## src/rtl/core/assert_macros.svh

```systemverilog
// ----------------------------------------------------------------------------
// assert_macros.svh
// Assertion macros used by the chunk reassembly RTL.
// ----------------------------------------------------------------------------
`ifndef ASSERT_MACROS_SVH
`define ASSERT_MACROS_SVH

// clocked property, skipped while reset is high
`define CRT_ASSERT(lbl, prop, msg) \
  lbl: assert property (@(posedge clk) disable iff (rst) prop) else $error(msg);

// clocked property, checked during reset too
`define CRT_ASSERT_ALWAYS(lbl, prop, msg) \
  lbl: assert property (@(posedge clk) prop) else $error(msg);

`endif

```

## src/rtl/core/crt_pkg.sv

```systemverilog
// ----------------------------------------------------------------------------
// crt_pkg
// Constants, types and helpers for the chunk reassembly tracker.
// ----------------------------------------------------------------------------
`default_nettype none

package crt_pkg;

  localparam int CHUNK_BYTES   = 1024;
  localparam int MAX_CHUNKS    = 256;
  localparam int STORE_DEPTH   = CHUNK_BYTES * MAX_CHUNKS;
  localparam int MAP_WORD_BITS = 32;
  localparam int MAP_WORDS     = MAX_CHUNKS / MAP_WORD_BITS;

  localparam int CHUNK_W    = $clog2(MAX_CHUNKS);
  localparam int OFF_W      = $clog2(CHUNK_BYTES);
  localparam int COUNT_W    = CHUNK_W + 1;
  localparam int LAST_W     = OFF_W + 1;
  localparam int ADDR_W     = CHUNK_W + OFF_W;
  localparam int MAP_ADDR_W = $clog2(MAP_WORDS);
  localparam int BIT_W      = $clog2(MAP_WORD_BITS);

  localparam logic CMD_STORE = 1'b0;
  localparam logic CMD_READ  = 1'b1;

  localparam logic REG_TOTAL_CHUNKS     = 1'b0;
  localparam logic REG_LAST_CHUNK_BYTES = 1'b1;

  typedef struct packed {
    logic                     rd_en;
    logic [MAP_ADDR_W-1:0]    rd_addr;
    logic                     wr_en;
    logic [MAP_ADDR_W-1:0]    wr_addr;
    logic [MAP_WORD_BITS-1:0] wr_data;
  } map_req_t;

  typedef struct packed {
    logic             found;
    logic [BIT_W-1:0] pos;
  } zero_find_t;

  function automatic zero_find_t find_zero(input logic [MAP_WORD_BITS-1:0] word);
    zero_find_t res;
    res.found = 1'b0;
    res.pos   = '0;
    for (int i = MAP_WORD_BITS - 1; i >= 0; i--) begin
      if (!word[i]) begin
        res.found = 1'b1;
        res.pos   = BIT_W'(i);
      end
    end
    return res;
  endfunction

endpackage

`default_nettype wire

```

## src/rtl/core/crt_loaded_map.sv

```systemverilog
// ----------------------------------------------------------------------------
// crt_loaded_map
// Loaded-chunk bitmap: word memory with registered read and per-word valid
// flags, so that reset clears the map at once.
// ----------------------------------------------------------------------------
`default_nettype none

module crt_loaded_map (
  input  wire logic                             clk,
  input  wire logic                             rst,
  input  wire crt_pkg::map_req_t                req,
  output logic [crt_pkg::MAP_WORD_BITS-1:0]     rd_word
);
  import crt_pkg::*;

  logic [MAP_WORD_BITS-1:0] map_mem [MAP_WORDS];
  logic [MAP_WORDS-1:0]     word_valid;
  logic [MAP_WORD_BITS-1:0] mem_q;
  logic                     valid_q;

  always_ff @(posedge clk) begin
    if (req.wr_en) begin
      map_mem[req.wr_addr] <= req.wr_data;
    end
    if (req.rd_en) begin
      mem_q <= map_mem[req.rd_addr];
    end
  end

  always_ff @(posedge clk) begin
    if (rst) begin
      word_valid <= '0;
      valid_q    <= 1'b0;
    end else begin
      if (req.wr_en) begin
        word_valid[req.wr_addr] <= 1'b1;
      end
      if (req.rd_en) begin
        valid_q <= word_valid[req.rd_addr];
      end
    end
  end

  assign rd_word = valid_q ? mem_q : '0;

endmodule

`default_nettype wire

```

## config.mk

```make
export PLATFORM = sky130hd
export DESIGN_NAME = crt_loaded_map
export DESIGN_NICKNAME = d
export VERILOG_FILES = /design/src/rtl/core/assert_macros.svh /design/src/rtl/core/crt_pkg.sv /design/src/rtl/core/crt_loaded_map.sv
export SDC_FILE = /design/constraint.sdc
export NUM_CORES = 1
export LEC_CHECK = 0
export BUFFER_PORTS_ARGS = -buffer_cell sky130_fd_sc_hd__buf_2
export CORE_ASPECT_RATIO = 1.75
export CORE_UTILIZATION = 47
export CTS_CLUSTER_SIZE = 25
export DETAILED_ROUTE_END_ITERATION = 10
export PLACE_DENSITY = 0.64
export SYNTH_ARGS = -nofsm -noshare
export SYNTH_HDL_FRONTEND = slang
export SYNTH_SLANG_ARGS = --single-unit
```

## constraint.sdc

```tcl
create_clock -name clk -period 4.8 [get_ports clk]
set_clock_uncertainty 0.2 [all_clocks]
set_input_delay 0.72 -clock clk [delete_from_list [all_inputs] [get_ports clk]]
set_output_delay 0.72 -clock clk [all_outputs]
set_load 0.01 [all_outputs]
```

======== After elaboration in Yosys (flattened, before gate mapping) ========
Memories as Yosys holds them, arrays and structs flattened. A register that Yosys moved wholly into a read port is not among the register bits.
Cells that the tools add are included.
storage, ports and cells
  memory bits (writable) .................. 256
  bits in registers ....................... 9
  output and inout bits ................... 32
  memories ................................ 1
cells by class
  $lt $le $gt $ge ......................... 3
  reductions and logical operators ........ 1
  bitwise gates (word level) .............. 1
  multiplexer cells ....................... 7
memory list
  name     depth  width  read ports  clocked after memory_dff  write ports  line                  text
  map_mem  8      32     1           1                         1            crt_loaded_map.sv:16  logic [MAP_WORD_BITS-1:0] map_mem [MAP_WORDS];
operators with widths
  kind                  count
  $mux W32              1
  $lt A3 B4 Y1 const B  2
  $or A8 B8 Y8          1
  $mux W1               4
  $bmux W1 S3           1
  $demux W1 S3          1
  $ge A3 B1 Y1 const B  1
  $logic_and A1 B1 Y1   1

======== Logic depth before layout (Yosys ltp) ========
  depth in word-level cells ............... 5
  gate-level depth with buffers ........... 5

======== Worst setup path before layout ========
OpenSTA, ideal clock, no wires.
  kind .................................... input to register
  from .................................... in req[32] (netlist name)
  to ...................................... mem map_mem[0][0] (enable)
  cell stages on the path ................. 1
  arrival ................................. 4219 ps
  required time ........................... 4082 ps
  path buffers ............................ 0
  setup slack ............................. -137 ps
  library setup time ...................... 518 ps
  cells stage by stage .................... nor4b_1
RTL lines
  element          line                  text
  start, declared  crt_loaded_map.sv:11  input wire crt_pkg::map_req_t req,
  end, declared    crt_loaded_map.sv:16
No word-level cell before the write port.

======== Worst setup path after layout ========
  from .................................... reg valid_q
  to ...................................... out rd_word[30] (netlist name)
on the way
  cells in the longest elaborated chain, start to end .. 1
ends and longest elaborated chain
  element                 line                  text
  start, declared         crt_loaded_map.sv:19  logic valid_q;
  start signal, assigned  crt_loaded_map.sv:39  valid_q <= word_valid[req.rd_addr];
  $mux W32                crt_loaded_map.sv:44  assign rd_word = valid_q ? mem_q : '0;
  end, declared           crt_loaded_map.sv:12  output logic [crt_pkg::MAP_WORD_BITS-1:0] rd_word
No other way between the ends.

==> results_dict.tcl <==
set metrics [dict create \
    setup_viol 0 \
    dp_hpwl_um 12090 \
    slew_headroom_pct 26.01 \
    wl_met3_um 649 \
    peakVddDrop_mv 0.3932 \
    drt-wirelength-per-cell_um 24.26 \
    fin_util_pct 54.93 \
    critPathRequiredTime_ns 3.88 \
    startpoint "valid_q" \
    ant_nets 0 \
    dpl.cell_count 846 \
    crit_slowest_cell "buf_4" \
    grt_max_degree 38 \
    critPathCaptureType "output pin" \
    layout_commonest_cell "edfxtp_1" \
    r2r-start "map_mem[1][13]" \
    path_cells "buf_4, and2_1, buf_2" \
    timing.fmax_mhz 393.9 \
    fillers 1739 \
    io_pins 74 \
    grt_pass1_wl_um 32880 \
    grt.total_usage_pct 18.16 \
    io_buffers 73 \
    final_cell_mix "288 x edfxtp_1, 72 x buf_2, 61 x mux4_2, 32 x and2_1, 25 x clkbuf_16" \
    synth_top_cell_area_share_pct 76.58 \
    swShare_pct 19.61 \
    nNetsFinal 611 \
    syn2layout_area_growth_pct 13.94 \
    rsz0062_at_grt "no" \
    cts-hold-fix-buffers 0 \
    n_antenna_cell 0 \
    die_h_um 207.1 \
    clk_pin_slew_worst_paths_ns 0.07 \
    drc_errors 0 \
    numCtsBuffers 25 \
    fp.coreArea_sq_um 23430 \
    post-place-ws_ns 1.713 \
    r2r_cells 2 \
    cts_buffer_depth 3 \
    seq_area_frac_synth_pct 78.17 \
    cts_tree "yes" \
    yosysWarnings 0 \
    top_layer "met4" \
    post_cts_buffers 0 \
    rows 74 \
    drt_pass1_iterations 4 \
    synth_top_cell_by_area "edfxtp_1" \
    status "finished, final reports clean" \
    clock_latency_ns 0.51 \
    cp-start-kind "register" \
    slew_viol_final 0 \
    switchingPower_uw 1026 \
    final-instance-count-excl-fill 891 \
    dr_wl_met2_um 12200 \
    grt_pass1_vias 5522 \
    overflow 0 \
    gp_congestion 0.6506 \
    start_util_pct 48.21 \
    period_share_pct 52.89 \
    finalHoldViolations 0 \
    cts_max_level 1 \
    synth_area_leaders "edfxtp_1 77%, mux4_2 12%, mux2_4 2.7%" \
    hold_start "req[30]" \
    hp-class "input port to register" \
    clockRootBuffer "clkbuf_16" \
    critical_path.max_stage_delay_ns 0.37 \
    syn_area_per_cell_sq_um 23.63 \
    p_leak_uw 0.004337 \
    cts_resized 0 \
    vias_per_cell 5.600 \
    vias 4990 \
    cp.arrival_ns 1.62 \
    fp.dieW_um 119.2 \
    power.clock.fraction_pct 37.6 \
    synth_seq_cells 297 \
    die-area_sq_um 24680 \
    maxCapViolCount 0 \
    syn_nets 520 \
    tightest_slew_ns 1.110 \
    layout-drive-gt1-share_pct 38.67 \
    netlist-cell-type-count 23 \
    met1_length_um 8293 \
    path_class "register to output pin" \
    final.min_clock_period_ns 2.539 \
    cellPowerDensity_nw_per_um2 406.7 \
    tns_ns 0 \
    pwr-share-comb_pct 5.6 \
    syn_inst 478 \
    routed_wl_um 21610 \
    min_path_cells 1 \
    drt-initial-drc-count 267 \
    setup_slack_ns 2.261 \
    internal_power_uw 4207 \
    path_max_fanout 32 \
    antenna_found_initial 0 \
    clock-sinks 297 \
    synth_area_sq_um 11290 \
    sequentialPowerShare_pct 56.8 \
]
## worst max-delay path, delay by kind of cell (launching register included)
family                 cells  cell delay (ns)
buffers and inverters      2             0.52
flip-flops                 1             0.33
AND/OR/NAND/NOR            1             0.25
## flip-flops by register name, indices dropped and copies added, names as in the netlist
register,flops
word_valid,8
mem_q,32
valid_q,1
map_mem,256
## synth_stat cells
library cell and n:
edfxtp_1 288, mux4_2 61, and2_1 32, mux2_4 20, mux2_2 12, nor2_1 12
clkbuf_1 9, dfxtp_1 9, buf_1 5, mux2i_1 4, mux4_1 4, buf_12 3
buf_2 3, o21ba_2 3, and4b_1 2, clkbuf_4 2, nand2_1 2, nor4bb_1 2
a211oi_2 1, buf_6 1, nor3_1 1, nor3b_1 1, nor4b_1 1
## path summary, 6_finish.rpt
check / end / slack [ns]
setup / recovery: rd_word[30] / 2.26
hold / removal: map_mem[7][30] / 0.28
setup reg to reg: mem_q[13] / 3.18
hold reg to reg: word_valid[2] / 0.28
## metrics by stage
stage	power (uW)	area, sq um	hold slack (ns)
2_1_floorplan	3210	11300	0.2396
3_3_place_gp	3310	12070	0.2497
3_5_place_dp	3330	12070	0.2667
4_1_cts	5276	12870	0.2633
5_1_grt	5395	12870	0.2757
6_report	5234	12870	0.2773
## logic make-up after synthesis
| group | Yosys count | share of synthesized area [%] |
|---|---|---|
| flops | 297 | 78.17 |
| compound gates | 4 | 0.3767 |
| mux | 101 | 17.31 |
| simple gates | 53 | 2.781 |
| buf+inv | 23 | 1.363 |
## metal layers
| layer | up-vias | global-route usage, % |
|---|---|---|
| met5 | - | 0 |
| met4 | 0 | 5.718 |
| met3 | 31 | 1.955 |
| met2 | 103 | 34.30 |
| met1 | 2687 | 21.27 |
| li1 | 2169 | - |
## power by group through the flow
stage | Sequential, uW | Combinational [uW] | Clock [uW]
after floorplan | 3020 | 188 | 0
after global placement | 3020 | 288 | 0
after detailed placement | 3030 | 299 | 0
after CTS | 2970 | 299 | 2000
after global routing | 2980 | 316 | 2100
final | 2970 | 292 | 1970
## layout make-up
type	count	area, sq um	area share [%]
Tap cell	304	380.4	2.956
Multi-Input combinational cell	158	2376	18.47
Sequential cell	297	8828	68.61
Clock inverter	9	100.1	0.7779
Timing Repair Buffer	87	485.5	3.773
Clock buffer	36	696.9	5.416
Power figures use the tool's default switching activity.
